<file path="src/hdl/frca_pkg.sv">
// shared types and constants of the frame ring column average block
package frca_pkg;

    // fixed field and register widths
    localparam int OP_BITS       = 2;
    localparam int ROW_IDX_BITS  = 8;
    localparam int LEN_BITS      = 9;
    localparam int WIN_BITS      = 7;
    localparam int CFG_DATA_BITS = 9;
    localparam int CFG_ADDR_BITS = 2;

    // operation codes
    localparam logic [OP_BITS-1:0] OP_STORE = 2'd0;
    localparam logic [OP_BITS-1:0] OP_AVG   = 2'd1;
    localparam logic [OP_BITS-1:0] OP_ROW   = 2'd2;

    // register indexes
    localparam logic [CFG_ADDR_BITS-1:0] REG_DATA_LEN   = 2'd0;
    localparam logic [CFG_ADDR_BITS-1:0] REG_WINDOW_LEN = 2'd1;

    // commands from controller to datapath
    typedef struct packed {
        logic clr_en;
        logic wr_sample;
        logic capture;
        logic col_clear;
        logic col_next;
        logic row_clear;
        logic row_next;
        logic rd_en;
        logic rd_sel_idx;
        logic acc_clear;
        logic acc_take;
        logic div_start;
        logic out_load;
        logic out_sel_avg;
    } frca_cmd_t;

    // status from datapath to controller
    typedef struct packed {
        logic clr_done;
        logic row_last;
        logic col_last;
        logic div_done;
        logic out_free;
    } frca_sts_t;

endpackage

</file>
<file path="src/hdl/frca_ctrl.sv">
// controller: sequences clearing, sample writes, column averages and row readouts
module frca_ctrl (
    input  logic                            aclk,
    input  logic                            aresetn,
    input  logic                            in_valid,
    input  logic [frca_pkg::OP_BITS-1:0]    in_op,
    output logic                            in_ready,
    output frca_pkg::frca_cmd_t             cmd,
    input  frca_pkg::frca_sts_t             sts
);
    import frca_pkg::*;

    typedef enum logic [8:0] {
        ST_CLEAR    = 9'b000000001,
        ST_IDLE     = 9'b000000010,
        ST_SUM_RD   = 9'b000000100,
        ST_SUM_WAIT = 9'b000001000,
        ST_DIV_GO   = 9'b000010000,
        ST_DIV      = 9'b000100000,
        ST_AVG_OUT  = 9'b001000000,
        ST_ROW_RD   = 9'b010000000,
        ST_ROW_OUT  = 9'b100000000
    } frca_state_t;

    frca_state_t state_reg, state_next;
    logic        accept;

    // next state and commands
    always_comb begin
        state_next = state_reg;
        cmd        = '0;
        in_ready   = 1'b0;
        accept     = 1'b0;
        unique case (state_reg)
            ST_CLEAR: begin
                cmd.clr_en = 1'b1;
                if (sts.clr_done) begin
                    state_next = ST_IDLE;
                end
            end
            ST_IDLE: begin
                in_ready = 1'b1;
                accept   = in_valid;
                if (accept) begin
                    priority if (in_op == OP_STORE) begin
                        cmd.wr_sample = 1'b1;
                    end else if (in_op == OP_AVG) begin
                        cmd.col_clear = 1'b1;
                        cmd.row_clear = 1'b1;
                        cmd.acc_clear = 1'b1;
                        state_next    = ST_SUM_RD;
                    end else if (in_op == OP_ROW) begin
                        cmd.col_clear = 1'b1;
                        cmd.capture   = 1'b1;
                        state_next    = ST_ROW_RD;
                    end else begin
                        state_next = ST_IDLE;
                    end
                end
            end
            ST_SUM_RD: begin
                cmd.rd_en    = 1'b1;
                cmd.acc_take = 1'b1;
                cmd.row_next = 1'b1;
                if (sts.row_last) begin
                    state_next = ST_SUM_WAIT;
                end
            end
            ST_SUM_WAIT: begin
                cmd.row_clear = 1'b1;
                state_next    = ST_DIV_GO;
            end
            ST_DIV_GO: begin
                cmd.div_start = 1'b1;
                state_next    = ST_DIV;
            end
            ST_DIV: begin
                if (sts.div_done) begin
                    state_next = ST_AVG_OUT;
                end
            end
            ST_AVG_OUT: begin
                if (sts.out_free) begin
                    cmd.out_load    = 1'b1;
                    cmd.out_sel_avg = 1'b1;
                    if (sts.col_last) begin
                        state_next = ST_IDLE;
                    end else begin
                        cmd.col_next  = 1'b1;
                        cmd.acc_clear = 1'b1;
                        state_next    = ST_SUM_RD;
                    end
                end
            end
            ST_ROW_RD: begin
                cmd.rd_en      = 1'b1;
                cmd.rd_sel_idx = 1'b1;
                state_next     = ST_ROW_OUT;
            end
            ST_ROW_OUT: begin
                if (sts.out_free) begin
                    cmd.out_load = 1'b1;
                    if (sts.col_last) begin
                        state_next = ST_IDLE;
                    end else begin
                        cmd.col_next = 1'b1;
                        state_next   = ST_ROW_RD;
                    end
                end
            end
            default: begin
                state_next = ST_CLEAR;
            end
        endcase
    end

    // state register
    always_ff @(posedge aclk) begin
        if (!aresetn) begin
            state_reg <= ST_CLEAR;
        end else begin
            state_reg <= state_next;
        end
    end

    // output register must be free when a result is loaded
    a_load_free: assert property (@(posedge aclk) disable iff (!aresetn)
        cmd.out_load |-> sts.out_free)
        else $error("result loaded over an untaken result");

    // divider is restarted only when idle
    a_div_idle: assert property (@(posedge aclk) disable iff (!aresetn)
        cmd.div_start |-> sts.div_done)
        else $error("divider restarted while busy");

    // clearing sweep and sample writes share the write port
    a_wr_port: assert property (@(posedge aclk) disable iff (!aresetn)
        cmd.wr_sample |-> !cmd.clr_en)
        else $error("sample write during clearing sweep");

    // a divide always follows the last row read of a column
    a_sum_to_div: assert property (@(posedge aclk) disable iff (!aresetn)
        (state_reg == ST_SUM_WAIT) |=> cmd.div_start)
        else $error("divider not started after column sum");

endmodule
</file>
<file path="config.mk">
export PLATFORM = sky130hd
export DESIGN_NAME = frca_ctrl
export DESIGN_NICKNAME = d
export VERILOG_FILES = /design/src/hdl/frca_pkg.sv /design/src/hdl/frca_ctrl.sv
export SDC_FILE = /design/constraint.sdc
export NUM_CORES = 1
export LEC_CHECK = 0
export ABC_CLOCK_PERIOD_IN_PS = 1700
export BUFFER_PORTS_ARGS = -buffer_cell sky130_fd_sc_hd__buf_4
export CAP_MARGIN = 20
export CELL_PAD_IN_SITES_DETAIL_PLACEMENT = 1
export CELL_PAD_IN_SITES_GLOBAL_PLACEMENT = 1
export CORE_MARGIN = 2
export CORE_UTILIZATION = 32
export DETAILED_ROUTE_END_ITERATION = 16
export PLACE_DENSITY_LB_ADDON = 0.3
export SLEW_MARGIN = 20
export SYNTH_ARGS = -nofsm -noshare
export SYNTH_HDL_FRONTEND = slang
export SYNTH_SLANG_ARGS = --single-unit
</file>
<file path="constraint.sdc">
create_clock -name aclk -period 1.7 [get_ports aclk]
set_input_delay 0.255 -clock aclk [delete_from_list [all_inputs] [get_ports aclk]]
set_output_delay 0.255 -clock aclk [all_outputs]
set_load 0.01 [all_outputs]
</file>
==> qor.csv, run 1 <==
metric,value,unit
status,finished with violations,
grt.total_usage,0.254,
core_area,2480,sq um
power,1.27,mW
die_w,55.3,microns
comb_power_share,0.660,
largest_register_ffs,9,
final-hold-violation-count,0,
cts_tree,yes,
synth_edf_count,0,
fp-row-count,18,
root_buffer,clkbuf_4,
drtIter0Drc,24,
clk_pin_slew,0.07,ns
clock-sinks,9,
yosys_warnings,0,
avgSynthCellArea,7.96,sq um
fmax,456,MHz
fin_ws,-0.491,ns
yosysUniqueCellTypes,47,
io_buffers,24,
cts_buffers,3,
ant_nets,0,
cp_max_fo,4,
via_per_inst,5.79,
grt_pass1_vias,1215,
synthFlopType,dfxtp_1,
slew_viol_final,0,
ys_async_sr_fraction,0,
seq_area,186,sq um
start_util,0.340,
cp_data_required_time,1.44,ns
clockBufferDepth,2,
p_per_area,809,nW/um^2
netlist_area,843,sq um
violations,negative setup slack,
worstPathArrival,1.94,ns
drive_above_1_share,0.648,
maxCapViolCount,0,
drc,0,
peakVddDrop,0.663,mV
io_pins,25,
wl_per_cell,19.4,microns
cp-end-kind,output port,
min_period_over_period,1.29,
diodes,0,
setup_tns,-6.98,ns
fin_nets,179,
p_leak,0.673,nW
p_sw,0.519,mW
multi_input_area,813,sq um
hold_path_class,input pin to flip-flop,
period_needed,2.19,ns
antenna_found_initial,0,
place.gp.congestion,0.810,
hpwl,2.42,mm
start_kind,flip-flop,
syn_to_final_growth,86.8,%
p_clk_frac,0.143,
intPower,0.755,mW
dieHeight,55.3,microns
ys_seq_area_frac,0.214,
grt_max_degree,9,
drt-total-wl,3.79,mm
finClkSkew,0.00451,ns
synthCells,106,
worst_skew_pair.late_latency,0.28,ns
fill_cells,295,
rsz0062_at_grt,yes,
h-tree-depth,1,
seq_power_share,0.198,
die_area,3060,sq um
tightest_slew,0.398,ns
syn_nets,119,
relSlewSlack,0.734,
ys_ff_latch,9,
postCtsHoldBufs,0,
hold_ws,0.209,ns
final_util,0.636,
vias,1129,
grt_pass1_wl,5.98,mm
firstDrtPassIters,4,
grt_overflow,0,
worstSetupPathType,flip-flop to output port,
switching_share,0.408,
setup_viol,22,
## final timing paths
kind                      from            to  slack [ns]  depth (start not counted)
hold / removal         aresetn  state_reg[0]        0.21                          2
setup / recovery  state_reg[8]        cmd[5]       -0.49                          4
setup reg to reg  state_reg[8]  state_reg[3]       -0.45                          9
hold reg to reg   state_reg[1]  state_reg[1]        0.70                          3
## timing repair
| item | 4_1_cts | 5_1_grt |
|---|---|---|
| setup buffers | 9 | 3 |
| pin swaps | 17 | 10 |
| resized for setup | 32 | 22 |
| endpoints found under the setup margin | 23 | 23 |
## power groups by stage
stage / Combinational, mW / Clock [mW] / Sequential (mW)
after floorplan: 0.331 / 0 / 0.257
after global placement: 0.576 / 0 / 0.249
after detailed placement: 0.603 / 0 / 0.252
after CTS: 0.755 / 0.177 / 0.249
after global routing: 0.898 / 0.194 / 0.253
final: 0.840 / 0.182 / 0.252
## synth_stat cells (2+ instances only)
library cell,n,area share
a21oi_1,3,0.018
and3_1,3,0.022
clkbuf_1,2,0.0089
dfxtp_1,9,0.21
ha_1,3,0.045
inv_1,4,0.018
nand2_1,2,0.0089
nand2b_1,7,0.052
nand3_1,5,0.030
nor2_1,8,0.036
nor2b_1,2,0.015
nor3_1,5,0.030
nor4_1,5,0.037
o21a_1,2,0.018
o21ai_0,8,0.047
or2_2,4,0.030
or2b_1,2,0.018
or4_4,3,0.040
## layer usage
metal / global-route usage / part of all wire / up-vias / routed length, microns
met3: 0.0468 / 0.058 / 13 / 218
met1: 0.268 / 0.38 / 556 / 1450
met5: 0 / 0 / - / 0
met2: 0.440 / 0.52 / 45 / 1960
met4: 0.195 / 0.042 / 0 / 160
li1: - / - / 515 / -
## cells in the final DEF, fill, tap and decap left out, types with 3 or more instances in the layout
master	netlist	layout
a21oi_2	0	3
buf_4	1	45
buf_6	1	14
clkbuf_4	0	3
dfxtp_1	9	4
dfxtp_2	0	5
ha_1	3	3
inv_1	4	4
nand2b_1	7	5
nand3_1	5	4
nor2_1	8	5
nor3_1	5	4
nor4_4	1	5
o21ai_0	8	6
or4_4	3	3
## area by class of cell
type                    instances  share of cell area
clock inverters                 1             0.00318
flip-flops and latches          9               0.118
well taps                      30              0.0238
clock buffers                   3              0.0143
repair buffers                 59               0.315
inverters                       4             0.00953
multi-input cells              89               0.516
## through the flow
| step | instances | setup slack, ns | area (sq um) |
|---|---|---|---|
| after floorplan | 106 | -0.179 | 865 |
| after global placement | 182 | -0.181 | 1250 |
| after detailed placement | 182 | -0.218 | 1250 |
| after CTS | 194 | -0.476 | 1470 |
| after global routing | 195 | -0.559 | 1580 |
| final | 195 | -0.491 | 1580 |
## kinds of logic after synthesis
group	Yosys count	synth area share
muxes	2	0.0252
buffers and inverters	8	0.0490
adders and majority gates	3	0.0445
xor gates and xnor gates	2	0.0208
DFF	9	0.214
and+or+nand+nor	58	0.448
AOI/OAI and AO/OA	24	0.199
## critical path: stages (launching register included)
cell and delay [ns]:
dfxtp_2 0.32, or4_4 0.57, or4_4 0.49, nor2_4 0.16, buf_6 0.11
No activity file was read; power rests on OpenSTA's default activity.
==> run 2, diff against run 1 <==
- RECOVER_POWER: default -> 25
==> run 2 against run 1 <==
The flow still finishes with violations (negative setup slack). Register-to-register slack is essentially flat. Non-clock buffer count is the same. Sequential cell count is the same. Critical path type unchanged. Core utilization shrank 0.20 points. Clock power is essentially flat. Largest power group unchanged. Clock skew is essentially flat. Sequential power is essentially flat. Critical path depth is the same. Clock-buffer cell count is the same. Design area shrank 0.32%. Critical endpoint unchanged. Final cell count is the same.
==> qor.csv, run 2 (synthesis gave the netlist of run 1 again) <==
metric,value,unit,change
status,finished with violations,,
violations,negative setup slack,,
die_w,55.3,microns,unchanged
tightest_slew,0.398,ns,+0.000000119 ns
diodes,0,,unchanged
fp-row-count,18,,unchanged
drt-total-wl,3.77,mm,-0.34%
timing.critical_path.mode_cell,or4_4,,
drtIter0Drc,24,,unchanged
hold_path_class,input pin to flip-flop,,
period_needed,2.19,ns,+0.00265 ns
io_buffers,24,,unchanged
drive_above_1_share,0.642,,-0.00606
final-hold-violation-count,0,,unchanged
hpwl,2.42,mm,unchanged
grt_pass1_wl,5.98,mm,unchanged
critPathMaxStageDelay,0.57,ns,about the same
slowest_stage,or4_4,,
final_cell_mix,"45 x buf_4, 14 x buf_6, 6 x o21ai_0",,
worstPathArrival,1.94,ns,about the same
postCtsHoldBufs,0,,unchanged
firstDrtPassIters,4,,unchanged
p_per_area,807,nW/um^2,-0.24%
clock-sinks,9,,unchanged
largest_register_ffs,9,,unchanged
cp_data_required_time,1.44,ns,about the same
cp-end-kind,output port,,
cp_cell_sequence,or4_4 > or4_4 > nor2_4 > buf_6,,
worstSetupPathType,flip-flop to output port,,
start_kind,flip-flop,,
wl_per_cell,19.3,microns,-0.34%
die_area,3060,sq um,unchanged
worstReg2RegStart,state_reg[8],,
antenna_found_initial,0,,unchanged
worst_skew_pair.late_latency,0.28,ns,about the same
fin_ws,-0.493,ns,-0.00265 ns
finClkSkew,0.00478,ns,+0.000266 ns
clockBufferDepth,2,,unchanged
cp_max_fo,4,,unchanged
drc,0,,unchanged
min_to,state_reg[0],,
min-delay-start,aresetn,,
p_leak,0.671,nW,-0.32%
final_common_cell,buf_4,,
min_period_over_period,1.29,,+0.00156
setup_tns,-6.99,ns,-0.0181 ns
vias,1128,,-0.089%
io_pins,25,,unchanged
clk_pin_slew,0.07,ns,about the same
ff2ff_setup_slack,-0.45,ns,about the same
root_buffer,clkbuf_4,,
rr_endpoint,state_reg[3],,
grt_pass1_vias,1215,,unchanged
relSlewSlack,0.734,,unchanged
cts_tree,yes,,
hold_ws,0.210,ns,+0.000959 ns
fmax,456,MHz,-0.12%
setup_viol,22,,unchanged
cts_buffers,3,,unchanged
core_area,2480,sq um,unchanged
h-tree-depth,1,,unchanged
grt_overflow,0,,unchanged
grt.total_usage,0.254,,unchanged
slew_viol_final,0,,unchanged
start_util,0.340,,unchanged
holdPathStages,2,,unchanged
peakVddDrop,0.664,mV,about the same
dieHeight,55.3,microns,unchanged
grt_max_degree,9,,unchanged
syn_to_final_growth,86.2,%,
ff2ff_path_depth,9,,unchanged
maxCapViolCount,0,,unchanged
place.gp.congestion,0.810,,unchanged
fin_nets,179,,unchanged
ant_nets,0,,unchanged
rsz0062_at_grt,yes,,
via_per_inst,5.78,,about the same
==> run 2: where the power goes <==
group	total [mW]	internal, mW	switching (mW)
sequential	0.251	0.234	0.0171
combinational	0.834	0.426	0.408
clock	0.182	0.0876	0.0941
==> run 2: worst max-delay path by stage <==
stage | start | to | depth (start not counted)
finish | state_reg[8] | cmd[5] | 4
global route | state_reg[8] | cmd[6] | 4
global placement | state_reg[8] | cmd[5] | 4
floorplan | state_reg[8] | cmd[7] | 4
CTS | state_reg[8] | cmd[3] | 4
detailed placement | state_reg[0] | state_reg[2] | 6
==> run 2: worst max-delay path, delay by kind of cell, from the launching register on <==
kind	cells	cell delay (ns)
buf+inv	1	0.11
flops	1	0.32
simple gates	3	1.22
==> run 2: routing by layer <==
layer  GRT usage  routed length [microns]  vias to the layer above
met4       0.195                      160                        0
li1            -                        -                      517
met1       0.268                     1450                      558
met2       0.440                     1970                       40
met5           0                        0                        -
met3      0.0468                      191                       13
==> run 2: final cells by class <==
cell class / count / area [sq um]
Clock buffer: 3 / 22.5
Timing Repair Buffer: 59 / 495
Sequential cell: 9 / 186
Multi-Input combinational cell: 89 / 808
Clock inverter: 1 / 5.00
Inverter: 4 / 15.0
Tap cell: 30 / 37.5
Fill cell: 296 / 907
==> run 2: stage by stage <==
stage | std cells | utilization | power, mW | setup WS, ns | instance area, sq um
finish | 195 | 0.634 | 1.27 | -0.493 | 1570
global route | 195 | 0.634 | 1.34 | -0.559 | 1570
CTS | 194 | 0.592 | 1.18 | -0.476 | 1470
detailed placement | 182 | 0.505 | 0.855 | -0.218 | 1250
global placement | 182 | 0.505 | 0.825 | -0.181 | 1250
floorplan | 106 | - | 0.588 | -0.179 | 865
==> run 2: repair_timing <==
action / CTS / global route
endpoints found under the setup margin: 23 / 23
resized for setup: 32 / 22
pin swaps: 17 / 10
setup buffers: 9 / 3
==> run 3, diff against run 2 <==
- BUFFER_PORTS_ARGS: -buffer_cell sky130_fd_sc_hd__buf_4 -> -buffer_cell sky130_fd_sc_hd__buf_2
==> run 3 against run 2 <==
First-iteration DRC count rose by 71%. Combinational power fell by 10%. The flow still finishes with violations (negative setup slack). Clock-buffer cell count rose by 1. Global-route usage fell by 4.0 points. Register-to-register slack improved by 0.21 ns. Highest routed layer unchanged. Sequential share of layout area rose by 0.89 points. Clock skew barely moved. Wire length fell by 10%. Fmax barely moved. Final cell count fell by 2.6%.
==> qor.csv, run 3 (synthesis gave the netlist of run 1 again) <==
metric,value,unit,change
io_pins,25,,unchanged
setup_viol,21,,-4.5%
drtIter0Drc,41,,+71%
h-tree-depth,1,,unchanged
diodes,0,,unchanged
power,1.17,mW,-7.4%
cp_data_required_time,1.44,ns,about the same
syn_to_final_growth,69.7,%,
antenna_found_initial,0,,unchanged
ff2ff_path_depth,6,,-3
io_buffers,24,,unchanged
via_per_inst,5.62,,-2.8%
tightest_slew,0.625,ns,+0.227 ns
final-hold-violation-count,0,,unchanged
layout.cells.non_filler,190,,-2.6%
final_util,0.578,,-0.0561
maxCapViolCount,0,,unchanged
status,finished with violations,,
cts_tree,yes,,
top_usage_layer,met2,,
final_common_cell,buf_4,,
setup_tns,-6.96,ns,+0.0296 ns
peakVddDrop,0.572,mV,-14%
violations,negative setup slack,,
period_needed,2.19,ns,-0.000190 ns
ant_nets,0,,unchanged
cp-end-kind,output port,,
place.gp.congestion,0.815,,+0.52%
finish.instance_area,1430,sq um,-8.8%
grt.total_usage,0.214,,-0.0397
drive_above_1_share,0.594,,-0.0487
finClkSkew,0.00485,ns,+0.0000709 ns
place_ws,-0.210,ns,+0.00810 ns
worstSetupPathType,flip-flop to output port,,
min_period_over_period,1.29,,about the same
use_met1,0.249,,-0.0185
fmax,456,MHz,about the same
worstPathArrival,1.94,ns,about the same
p_leak,0.629,nW,-6.2%
worst_skew_pair.late_latency,0.27,ns,about the same
final_cell_mix,"26 x buf_4, 18 x buf_2, 10 x buf_6",,
start_kind,flip-flop,,
grt_pass1_wl,5.15,mm,-14%
place_area,1180,sq um,-5.4%
critPathMaxStageDelay,0.57,ns,about the same
drc,0,,unchanged
seq_power_share,0.211,,+0.013
grt_max_degree,11,,+2
hold_path_class,input pin to flip-flop,,
clock-sinks,9,,unchanged
cp_max_fo,4,,unchanged
drt-total-wl,3.38,mm,-10%
switching_share,0.402,,-0.00781
root_buffer,clkbuf_4,,
firstDrtPassIters,4,,unchanged
p_sw,0.472,mW,-9.2%
wl_per_cell,17.8,microns,-8.1%
worstPathBufferInverterCount,2,,+1
grt_overflow,0,,unchanged
p_clk_frac,0.150,,+0.007
clk_pin_slew,0.07,ns,about the same
grtUsageMet3,0.0351,,-0.0117
dieHeight,55.3,microns,unchanged
fin_ws,-0.493,ns,+0.000190 ns
vias,1068,,-5.3%
start_util,0.340,,unchanged
holdPathStages,2,,unchanged
dp_cells,181,,-0.55%
hpwl,2.31,mm,-4.9%
cp_top_family,simple AND/OR/NAND/NOR gates,,
slowest_stage,or4_4,,
intPower,0.701,mW,-6.2%
core_area,2480,sq um,unchanged
comb_power_share,0.639,,-0.019
p_per_area,819,nW/um^2,+1.6%
relSlewSlack,0.583,,-0.151
fin_nets,174,,-2.8%
hold_ws,0.218,ns,+0.00793 ns
die_area,3060,sq um,unchanged
cp.depth,5,,+1
grt_pass1_vias,1112,,-8.5%
die_w,55.3,microns,unchanged
cp_cell_sequence,or4_4 > nor4_4 > buf_4 > and3_4 > buf_6,,
cts_buffers,3,,unchanged
fp-row-count,18,,unchanged
clockBufferDepth,2,,unchanged
slew_viol_final,0,,unchanged
rsz0062_at_grt,yes,,
use_met2,0.384,,-0.0561
largest_register_ffs,9,,unchanged
[run 3: metal layers]
metal | up-vias | wire length (microns)
met5 | - | 0
met4 | 0 | 116
met3 | 9 | 174
met2 | 48 | 1660
met1 | 507 | 1430
li1 | 504 | -
[run 3: timing repair]
action / CTS / global route
buffers inserted: 5 / 3
setup endpoints to repair: 23 / 23
hold buffers: 0 / 0
gates cloned: 0 / 0
pin swaps: 14 / 7
gates resized for setup: 23 / 18
[run 3: worst paths after layout]
check	slack (ns)	startpoint	to
min reg2reg	0.66	state_reg[1]	state_reg[1]
max reg2reg	-0.24	state_reg[6]	state_reg[3]
min	0.22	aresetn	state_reg[0]
max	-0.49	state_reg[6]	cmd[12]
[run 3: layout make-up]
cell class | count | area [sq um]
fillers | 302 | 1050
multi-input cells | 89 | 772
repair buffers | 54 | 398
flip-flops and latches | 9 | 183
well taps | 30 | 37.5
clock buffers | 4 | 26.3
inverters | 4 | 15.0
[run 3: power groups by stage]
stage	clock network (mW)	registers (mW)	logic, mW
after floorplan	0	0.257	0.331
after global routing	0.195	0.250	0.802
after global placement	0	0.249	0.543
after CTS	0.169	0.247	0.659
after detailed placement	0	0.250	0.564
final	0.176	0.247	0.749
